File: config.mk
export PLATFORM = sky130hd
export DESIGN_NAME = trm_ctrl
export DESIGN_NICKNAME = d
export VERILOG_FILES = /design/src/rtl/trm_pkg.sv /design/src/rtl/trm_ctrl.sv
export SDC_FILE = /design/constraint.sdc
export NUM_CORES = 1
export LEC_CHECK = 0
export ABC_AREA = 1
export BUFFER_PORTS_ARGS = -buffer_cell sky130_fd_sc_hd__buf_2
export CORE_AREA = 2 2 39 41
export CTS_BUF_LIST = sky130_fd_sc_hd__clkbuf_8
export DETAILED_ROUTE_END_ITERATION = 16
export DIE_AREA = 0 0 41 43
export PLACE_DENSITY = 0.61
export SETUP_SLACK_MARGIN = 0.15
export SLEW_MARGIN = 20
export SYNTH_ARGS = -nofsm -noshare
export SYNTH_HDL_FRONTEND = slang
export SYNTH_SLANG_ARGS = --single-unit
File: constraint.sdc
create_clock -name clk -period 1.4 [get_ports clk]
set_clock_uncertainty 0.15 [all_clocks]
set_input_delay 0.28 -clock clk [delete_from_list [all_inputs] [get_ports clk]]
set_output_delay 0.28 -clock clk [all_outputs]
set_load 0.01 [all_outputs]
File: src/rtl/trm_pkg.sv
// shared types and constants for the tcp rtt segment matcher
// used by trm_datapath, trm_ctrl and the top level
package trm_pkg;

    localparam int QUEUE_DEPTH = 16;
    localparam int PTR_W = (QUEUE_DEPTH > 1) ? $clog2(QUEUE_DEPTH) : 1;
    localparam int CNT_W = $clog2(QUEUE_DEPTH + 1);
    localparam int SUM_W = CNT_W + 1;

    typedef struct packed {
        logic [31:0] seq;
        logic [15:0] len;
        logic [63:0] ts;
    } entry_t;

    typedef enum logic [2:0] {
        CLS_SYNACK = 3'd0,
        CLS_SYN    = 3'd1,
        CLS_FIN    = 3'd2,
        CLS_ACK    = 3'd3,
        CLS_DATA   = 3'd4
    } pkt_class_t;

    typedef enum logic [4:0] {
        S_IDLE = 5'b00001,
        S_EXEC = 5'b00010,
        S_READ = 5'b00100,
        S_CMP  = 5'b01000,
        S_EMIT = 5'b10000
    } state_t;

    typedef struct packed {
        logic load;
        logic exec;
        logic walk_rd;
        logic walk_step;
        logic walk_fin;
        logic emit;
    } cmd_t;

    typedef struct packed {
        pkt_class_t cls;
        logic       walk_empty;
        logic       walk_last;
        logic       walk_eq;
        logic       res_hit;
        logic       out_free;
    } status_t;

endpackage

File: src/rtl/trm_ctrl.sv
// controller state machine of the rtt segment matcher
// depends on trm_pkg; sequences trm_datapath through commands
module trm_ctrl
(
    input  logic              clk,
    input  logic              rst_n,
    input  logic              in_valid,
    output logic              in_stall,
    input  trm_pkg::status_t  status,
    output trm_pkg::cmd_t     cmd
);

    trm_pkg::state_t state_reg, state_next;

    always_comb
    begin
        state_next = state_reg;
        cmd        = '0;
        case (state_reg)
            trm_pkg::S_IDLE:
            begin
                if (in_valid)
                begin
                    cmd.load   = 1'b1;
                    state_next = trm_pkg::S_EXEC;
                end
            end
            trm_pkg::S_EXEC:
            begin
                cmd.exec = 1'b1;
                if ((status.cls == trm_pkg::CLS_ACK) && !status.walk_empty)
                    state_next = trm_pkg::S_READ;
                else
                    state_next = trm_pkg::S_EMIT;
            end
            trm_pkg::S_READ:
            begin
                cmd.walk_rd = 1'b1;
                state_next  = trm_pkg::S_CMP;
            end
            trm_pkg::S_CMP:
            begin
                // drop head entries until a match or the last one
                if (!status.walk_eq && !status.walk_last)
                begin
                    cmd.walk_step = 1'b1;
                    state_next    = trm_pkg::S_READ;
                end
                else
                begin
                    cmd.walk_fin = 1'b1;
                    state_next   = trm_pkg::S_EMIT;
                end
            end
            trm_pkg::S_EMIT:
            begin
                if (!status.res_hit)
                    state_next = trm_pkg::S_IDLE;
                else if (status.out_free)
                begin
                    cmd.emit   = 1'b1;
                    state_next = trm_pkg::S_IDLE;
                end
            end
            default:
            begin
                state_next = trm_pkg::S_IDLE;
            end
        endcase
    end

    always_ff @(posedge clk or negedge rst_n)
    begin
        if (!rst_n)
            state_reg <= trm_pkg::S_IDLE;
        else
            state_reg <= state_next;
    end

    assign in_stall = (state_reg != trm_pkg::S_IDLE);

endmodule

==> results.py, run 1 <==
metrics = {
    "run_status": {
        "status": "complete, but fails checks",
        "violations": "setup timing",
    },
    "routing": {
        "dr_wl_met2_um": 499,
        "totalWireLength_um": 940,
        "route.detailed.drc": 0,
        "highest_layer": "met3",
        "dr_wl_met3_um": 40,
        "vias": 451,
        "antenna_left": 0,
        "routedWlPerCell_um": 8.62,
        "firstDrtPassIters": 2,
        "met1_length_um": 400,
        "first_iter_violations": 1,
        "avgViaCountPerCell": 4.14,
    },
    "layout": {
        "final_cells": 109,
        "antenna_cells": 0,
        "final_core_util_pct": 52.6,
        "nets": 105,
        "fillers": 145,
        "drive_gt1_share_pct": 62.4,
        "largest_reg_flops": 5,
        "area_growth_pct": 99.3,
        "register_area_um2": 128,
        "multi_input_comb_area_um2": 246,
    },
    "pwr": {
        "sequentialPowerShare_pct": 20.0,
        "swShare_pct": 38.3,
        "power_switching_w": 0.000461,
        "p_int_w": 0.000744,
        "p_comb_share_pct": 59.0,
        "power_density_mw_per_mm2": 1660,
        "ir_drop_mv": 0.955,
        "pwr-share-clk_pct": 21.0,
        "p_leak_nw": 0.381,
    },
    "synth": {
        "syn_area_per_cell_um2": 7.03,
        "synth_area_um2": 365,
        "seq_area_frac_synth_pct": 34.6,
        "synth_warnings": 0,
        "synth.top_cells.by_area": "dfrtp_1 27%, inv_1 10%, nand2_1 10%",
        "synth_cell_types": 16,
        "synth_top_area_share_pct": 27.4,
        "synth_compound_area_share_pct": 4.45,
        "synthXorXnorAreaFrac_pct": 0,
        "synth_top_family_by_area": "simple AND/OR/NAND/NOR gates",
        "syn_nets": 63,
        "ys_ff_latch": 5,
        "synthCells": 52,
        "yosys.area.top_type": "dfrtp_1",
        "yosys.area_share.simple_pct": 49.7,
        "synth_fa_ha_area_share_pct": 0,
        "muxShareOfSynthArea_pct": 0,
    },
    "critical_path": {
        "cp.arrival_ns": 1.31,
        "crit_slowest_cell": "dfstp_2",
        "required_ns": 0.97,
        "cp-end-kind": "output port",
        "crit_top_cell": "nor2_4",
        "path_cells": "inv_2 > nor2_4 > nand3_4 > nor2_4 > nor3_4 > buf_2",
        "cpPeakStageDelay_ns": 0.55,
        "critical_path_class": "reg2out",
        "crit_fanout": 3,
        "start_kind": "flop",
    },
    "clock_tree": {
        "cts_tree": "done",
        "cts.path.max_buffers": 2,
        "clk_latency_ns": 0.22,
        "clock-sinks": 5,
        "cts_buffers": 3,
        "htreeDepth": 1,
        "root_buffer": "clkbuf_8",
        "cts.clk_slew.worst_paths_ns": 0.03,
    },
    "floorplan": {
        "pin_count": 18,
        "core_mm2": 0.00138,
        "rows": 14,
        "die_x_um": 41,
        "dieArea_mm2": 0.00176,
        "die_y_um": 43,
        "start_util_pct": 26.4,
    },
    "flow_run": {
        "drv_cap": 0,
    },
    "global_routing": {
        "antenna_found_initial": 0,
        "grt_start_max_net_pins": 6,
        "grt_usage_pct": 12.7,
        "grt_overflow": 0,
        "grt_first_pass_wirelength_um": 1520,
        "grt_pass1_vias": 415,
    },
    "sta": {
        "grt_setup_unrepaired": "true",
        "min_period_over_period_pct": 125,
        "drv_slew": 0,
        "hold_viol": 0,
        "setup_violations": 11,
        "max_slew.worst_pin.slew_ns": 0.179,
        "setup_ws_ns": -0.344,
        "fmax_ghz": 0.574,
        "fin_crit_ns": 1.74,
        "relSlewSlack_pct": 88.0,
    },
    "placed_design": {
        "gp_congestion": 0.714,
        "hpwl_um": 776,
        "placed_cells": 100,
        "port_buffers": 17,
    },
    "min_path": {
        "min_path_type": "in2reg",
    },
}
## layout by cell type (no fill, tap or decap), types with 2 or more instances in the layout
cell type,n
nor2_4,5
nor2_1,4
nand3_4,2
dfrtp_1,3
inv_2,4
buf_6,2
nand4_1,2
clkbuf_8,3
nand3_1,2
inv_1,8
nor2_2,3
buf_4,18
nand2_1,10
a21oi_1,2
buf_2,16
## final cells by class
class	count	area share, %
Sequential cell	5	17.5
Timing Repair Buffer	37	34.0
Clock inverter	1	0.515
Multi-Input combinational cell	36	33.8
Inverter	11	5.67
Clock buffer	3	5.67
Tap cell	16	2.75
## synthesized netlist by cell type
library cell / instances
a21oi_1: 2
dfrtp_1: 4
dfstp_2: 1
inv_1: 10
inv_2: 1
nand2_1: 10
nand3_1: 3
nand3_2: 2
nand3b_1: 1
nand4_1: 2
nor2_1: 7
nor2_2: 2
nor2_4: 3
nor3_1: 2
o22ai_1: 1
or2_2: 1
## repair_timing
item,CTS,global route
hold buffers,1,0
endpoints found under the setup margin,12,12
gates resized for setup,5,1
pin swaps,4,0
buffers inserted,4,0
endpoints found under the hold margin,5,0
## cells by family (layout without fill, tap and decap cells)
logic type             count (synthesis)  in the layout
and+or+nand+nor                       33             33
AOI/OAI and AO/OA                      3              3
buffers and inverters                 11             52
DFF                                    5              5
## stage by stage
stage                     total power [W]  TNS (ns)  setup slack (ns)  hold slack [ns]  cell area, um^2
after floorplan                  0.000608   -0.0608           -0.0608           -0.166              403
after global placement           0.000905    -0.298            -0.123          -0.0519              621
after detailed placement         0.000915    -0.406            -0.146          -0.0508              621
after CTS                         0.00122     -2.44            -0.358            0.249              728
after global routing              0.00131     -3.00            -0.398            0.273              728
final                             0.00121     -2.30            -0.344            0.243              728
## power groups by stage
| stage | combinational, W | sequential [W] | clock [W] |
|---|---|---|---|
| CTS | 0.000715 | 0.000242 | 0.000263 |
| finish | 0.000711 | 0.000242 | 0.000253 |
| global placement | 0.000664 | 0.000241 | 0 |
| detailed placement | 0.000672 | 0.000243 | 0 |
| floorplan | 0.000363 | 0.000244 | 0 |
| global route | 0.000785 | 0.000245 | 0.000276 |
## per-layer routing
layer / vias to the layer above / track usage (%)
met3: 0 / 3.14
met1: 198 / 15.2
li1: 243 / -
met4: 0 / 6.00
met5: - / 0
met2: 10 / 20.0
## worst max-delay path: cells and delay by family (launching register included)
kind | cells | cell delay [ns]
AND/OR/NAND/NOR | 4 | 0.36
flip-flops | 1 | 0.55
buffers and inverters | 2 | 0.18
## worst paths after layout
check / start / to / slack [ns] / cells after the start
min: status[4] / state_reg[2] / 0.24 / 4
max: state_reg[0] / cmd[5] / -0.34 / 6
max in group asynchronous: rst_n / state_reg[0] / 0.61 / 2
max reg2reg: state_reg[1] / state_reg[4] / -0.24 / 8
min in group asynchronous: rst_n / state_reg[1] / 0.28 / 2
min reg2reg: state_reg[0] / state_reg[0] / 0.56 / 5
Note: power is estimated with default switching activity, not from simulation.
==> run 2, diff against run 1 <==
Settings changed: TNS_END_PERCENT set to 1.
==> results.py, run 2 (synthesized netlist as in run 1, its figures left out) <==
metrics = {
    "routing": {
        "vias": 440,
        "antenna_left": 0,
        "routedWlPerCell_um": 8.79,
        "firstDrtPassIters": 4,
        "totalWireLength_um": 897,
        "route.detailed.drc": 0,
        "first_iter_violations": 3,
        "avgViaCountPerCell": 4.31,
    },
    "global_routing": {
        "grt_overflow": 0,
        "grt_first_pass_wirelength_um": 1550,
        "grt_start_max_net_pins": 6,
        "grt_pass1_vias": 408,
        "antenna_found_initial": 0,
        "grt_usage_pct": 12.8,
    },
    "critical_path": {
        "cp-end-kind": "output port",
        "crit_fanout": 4,
        "crit_top_cell": "nor2_4",
        "start_kind": "flop",
        "path_cells": "inv_2 > nor2_4 > nand3_4 > nor2_4 > nor3_4 > buf_2",
        "required_ns": 0.97,
        "critical_path_class": "reg2out",
        "crit_slowest_cell": "dfstp_2",
        "rr_worst_depth": 9,
        "cpPeakStageDelay_ns": 0.55,
        "cp.arrival_ns": 1.32,
    },
    "layout": {
        "area_growth_pct": 78.8,
        "design_area_um2": 653,
        "nets": 98,
        "largest_reg_flops": 5,
        "drive_gt1_share_pct": 54.7,
        "layout_common_cells": "17 x buf_2, 12 x buf_4, 10 x inv_1, 9 x nand2_1, 7 x nor2_1",
        "antenna_cells": 0,
        "final_common_cell": "buf_2",
    },
    "placed_design": {
        "dpl_worst_slack_ns": -0.148,
        "hpwl_um": 765,
        "placed_cell_area_um2": 569,
        "gp_congestion": 0.738,
        "port_buffers": 17,
    },
    "sta": {
        "setup_ws_ns": -0.348,
        "grt_setup_unrepaired": "true",
        "relSlewSlack_pct": 88.6,
        "fmax_ghz": 0.572,
        "setup_violations": 9,
        "hold_viol": 0,
        "max_slew.worst_pin.slew_ns": 0.171,
        "min_period_over_period_pct": 125,
        "fin_crit_ns": 1.75,
        "drv_slew": 0,
    },
    "floorplan": {
        "die_x_um": 41,
        "dieArea_mm2": 0.00176,
        "pin_count": 18,
        "rows": 14,
        "start_util_pct": 26.4,
        "die_y_um": 43,
        "core_mm2": 0.00138,
    },
    "clock_tree": {
        "root_buffer": "clkbuf_8",
        "cts.path.max_buffers": 2,
        "cts.clk_slew.worst_paths_ns": 0.03,
        "cts_tree": "done",
        "htreeDepth": 1,
        "clk_latency_ns": 0.22,
        "clock-sinks": 5,
        "cts_buffers": 3,
    },
    "flow_run": {
        "drv_cap": 0,
    },
    "pwr": {
        "power_density_mw_per_mm2": 1790,
        "ir_drop_mv": 0.948,
        "p_leak_nw": 0.354,
        "total_power_w": 0.00117,
    },
    "min_path": {
        "min_path_type": "in2async",
    },
    "run_status": {
        "status": "complete, but fails checks",
        "violations": "setup timing",
    },
}
-- run 2: cell types whose count changed in the layout (fill, tap and decap cells not counted), moves of 2 or more --
cell and change:
inv_1 +2, nor2_2 -2, inv_2 -2, buf_4 -6, nor2_1 +3, buf_6 -2
-- run 2: what timing repair did --
action | in CTS | in global routing
hold buffers | 1 | 0
endpoints found under the setup margin | 11 | 11
gates cloned | 0 | 0
buffers inserted | 2 | 0
gates resized for setup | 2 | 2
pin swaps | 3 | 0
hold endpoints to repair | 5 | 0
-- run 2: critical path: cells and delay by family (launching register included) --
family                 cells  cell delay, ns
buffers and inverters      2            0.18
and+or+nand+nor            4            0.37
DFF                        1            0.55
-- run 2: per-layer routing --
| metal | global-route usage, % | vias up | part of all wire [%] |
|---|---|---|---|
| li1 | - | 230 | - |
| met1 | 16.8 | 199 | 42 |
| met2 | 19.1 | 11 | 51 |
| met3 | 3.14 | 0 | 6.4 |
| met4 | 6.00 | 0 | 0 |
| met5 | 0 | - | 0 |
-- run 2: layout make-up --
cell class / instances / area [um^2]
multi-input cells: 36 / 235
well taps: 16 / 20.0
inverters: 11 / 41.3
repair buffers: 30 / 185
flip-flops and latches: 5 / 126
clock inverters: 1 / 3.75
fillers: 145 / 731
clock buffers: 3 / 41.3
-- run 2: through the flow --
stage | utilization (%) | setup TNS (ns) | hold WS [ns] | std cells
2_1_floorplan | - | -0.0617 | -0.166 | 52
3_3_place_gp | 41.1 | -0.256 | -0.0544 | 95
3_5_place_dp | 41.1 | -0.335 | -0.0546 | 95
4_1_cts | 46.7 | -1.93 | 0.244 | 102
5_1_grt | 47.2 | -2.52 | 0.256 | 102
6_report | 47.2 | -1.84 | 0.242 | 102
-- run 2: worst paths after layout --
path | endpoint | from | slack (ns)
max | cmd[5] | state_reg[0] | -0.35
min | state_reg[4] | rst_n | 0.24
max reg2reg | state_reg[0] | state_reg[0] | -0.08
min reg2reg | state_reg[3] | state_reg[2] | 0.47
max in group asynchronous | state_reg[0] | rst_n | 0.65
min in group clk | state_reg[2] | status[2] | 0.24
-- run 2: power breakdown --
| group | internal (W) | total, W | switching, W |
|---|---|---|---|
| Combinational | 0.000337 | 0.000676 | 0.000339 |
| Clock | 0.000187 | 0.000252 | 0.0000645 |
| Sequential | 0.000198 | 0.000239 | 0.0000414 |
| Total | 0.000722 | 0.00117 | 0.000445 |
==> run 3, diff against run 2 <==
Settings changed: ABC_AREA 1 to not set, PLACE_DENSITY 0.61 to 0.58.
==> results.py, run 3 <==
metrics = {
    "synth": {
        "synth.top_cells.by_area": "dfrtp_1 31%, nor4_4 13%, dfstp_2 8.0%",
        "synthArstFlopShare_pct": 100,
        "synth_area_um2": 328,
        "syn_area_per_cell_um2": 9.64,
        "synth_top_area_share_pct": 30.5,
        "yosysMostFrequentCell": "nor2_1",
        "synth_cell_types": 17,
        "synthFlopType": "dfrtp_1",
        "ys_ff_latch": 5,
        "synthTopCellsByCount": "7 x nor2_1, 4 x dfrtp_1, 3 x inv_1",
        "synth_warnings": 0,
        "syn_nets": 45,
        "yosys.area.top_type": "dfrtp_1",
        "seq_area_frac_synth_pct": 38.5,
        "synth_edf_count": 0,
        "synthCells": 34,
    },
    "sta": {
        "fin_crit_ns": 1.84,
        "min_period_over_period_pct": 132,
        "fmax_ghz": 0.543,
        "holdWs_ns": 0.163,
        "fin_setup_tns_ns": -2.28,
        "max_slew.worst_pin.slew_ns": 0.299,
        "setup_ws_ns": -0.443,
        "setup_violations": 10,
        "grt_setup_unrepaired": "true",
        "hold_viol": 0,
        "drv_slew": 0,
        "relSlewSlack_pct": 79.8,
    },
    "floorplan": {
        "dieArea_mm2": 0.00176,
        "start_util_pct": 23.7,
        "pin_count": 18,
        "die_x_um": 41,
        "die_y_um": 43,
        "rows": 14,
        "core_mm2": 0.00138,
    },
    "global_routing": {
        "antenna_found_initial": 0,
        "grt_first_pass_wirelength_um": 1510,
        "grt_start_max_net_pins": 7,
        "grt_overflow": 0,
        "grt_usage_pct": 12.7,
        "grt_pass1_vias": 380,
    },
    "placed_design": {
        "gp_congestion": 0.673,
        "port_buffers": 17,
        "placed_cell_area_um2": 538,
        "hpwl_um": 708,
        "placed_cells": 79,
    },
    "layout": {
        "layout_common_cells": "17 x buf_2, 12 x buf_4, 5 x nor2_1, 4 x inv_1, 4 x dfrtp_1",
        "nets": 81,
        "drive_gt1_share_pct": 63.8,
        "fillers": 138,
        "largest_reg_flops": 5,
        "final_common_cell": "buf_2",
        "final_cells": 85,
        "final_core_util_pct": 45.7,
        "area_growth_pct": 92.7,
        "antenna_cells": 0,
        "design_area_um2": 632,
    },
    "clock_tree": {
        "clk_latency_ns": 0.22,
        "htreeDepth": 1,
        "clock-sinks": 5,
        "root_buffer": "clkbuf_8",
        "cts_buffers": 3,
        "cts_tree": "done",
        "cts.path.max_buffers": 2,
        "cts.clk_slew.worst_paths_ns": 0.03,
    },
    "routing": {
        "routedWlPerCell_um": 10.0,
        "totalWireLength_um": 854,
        "first_iter_violations": 1,
        "route.detailed.drc": 0,
        "antenna_left": 0,
        "vias": 373,
        "avgViaCountPerCell": 4.39,
        "firstDrtPassIters": 4,
    },
    "critical_path": {
        "critical_path_class": "reg2out",
        "start_kind": "flop",
        "required_ns": 0.97,
        "r2r_start": "state_reg[1]",
        "cp-end-kind": "output port",
        "cp.arrival_ns": 1.41,
        "r2r_slack_ns": -0.15,
        "r2r_end": "state_reg[4]",
        "cp-startpoint": "state_reg[1]",
        "rr_worst_depth": 4,
        "crit_fanout": 4,
    },
    "min_path": {
        "min_path_type": "in2reg",
        "worstHoldStart": "in_valid",
        "hold_end": "state_reg[1]",
        "hold_depth": 3,
    },
    "flow_run": {
        "drv_cap": 0,
    },
    "pwr": {
        "p_leak_nw": 0.320,
        "ir_drop_mv": 0.615,
        "power_density_mw_per_mm2": 1340,
    },
    "run_status": {
        "violations": "setup timing",
        "status": "complete, but fails checks",
    },
}
run 3: cell types whose count changed after synthesis, sizes merged, moves of 3 or more:
cell,previous run,this run
nand3,5,2
nor2,12,7
nand2,10,2
nor4,0,4
inv,11,3
run 3: power by group:
group          total (W)  internal (W)  switching [W]
clock           0.000252      0.000187      0.0000649
sequential      0.000212      0.000185      0.0000266
combinational   0.000380      0.000190       0.000190
total           0.000844      0.000563       0.000281
run 3: layout make-up:
type	instances	area [um^2]	area share [%]
timing repair buffer	31	196	31.1
multi-input combinational	26	233	36.8
clock buffer	3	41.3	6.53
tap	16	20.0	3.17
inverter	3	11.3	1.78
sequential	5	126	20.0
clock inverter	1	3.75	0.594
run 3: worst max-delay path, cell delays in order (launching register included):
cell and delay [ns]:
dfrtp_1 0.37, or3_4 0.42, nor4_4 0.23, buf_2 0.17
run 3: worst max path at each step:
stage | end | slack, ns | cells after the start
after floorplan | cmd[2] | -0.16 | 2
after global placement | cmd[2] | -0.23 | 3
after detailed placement | cmd[2] | -0.26 | 3
after CTS | cmd[2] | -0.46 | 3
after global routing | cmd[2] | -0.50 | 3
final | cmd[2] | -0.44 | 3
run 3: timing repair:
action,4_1_cts,5_1_grt
pin swaps,2,0
endpoints found under the setup margin,11,11
buffers inserted,1,0
hold endpoints to repair,5,0
gates resized for setup,4,3
hold buffers,1,0
run 3: logic make-up after synthesis:
group / count (synthesis) / share of synthesized area, %
AO/OA/AOI/OAI: 5 / 12.2
buffers and inverters: 3 / 3.43
flip-flops: 5 / 38.6
AND/OR/NAND/NOR: 21 / 45.8
run 3: per-layer routing:
layer  part of all wire (%)  global-route usage, %  vias to the layer above
met2                     58                   18.8                        4
li1                       -                      -                      197
met3                    2.1                   2.09                        2
met5                      0                      0                        -
met1                     39                   14.8                      170
met4                   0.59                   11.3                        0
run 3: stage by stage:
stage               setup slack (ns)  total power (W)
finish                        -0.443         0.000844
detailed placement            -0.260         0.000547
global route                  -0.498         0.000906
CTS                           -0.462         0.000849
global placement              -0.231         0.000543
floorplan                     -0.162         0.000389
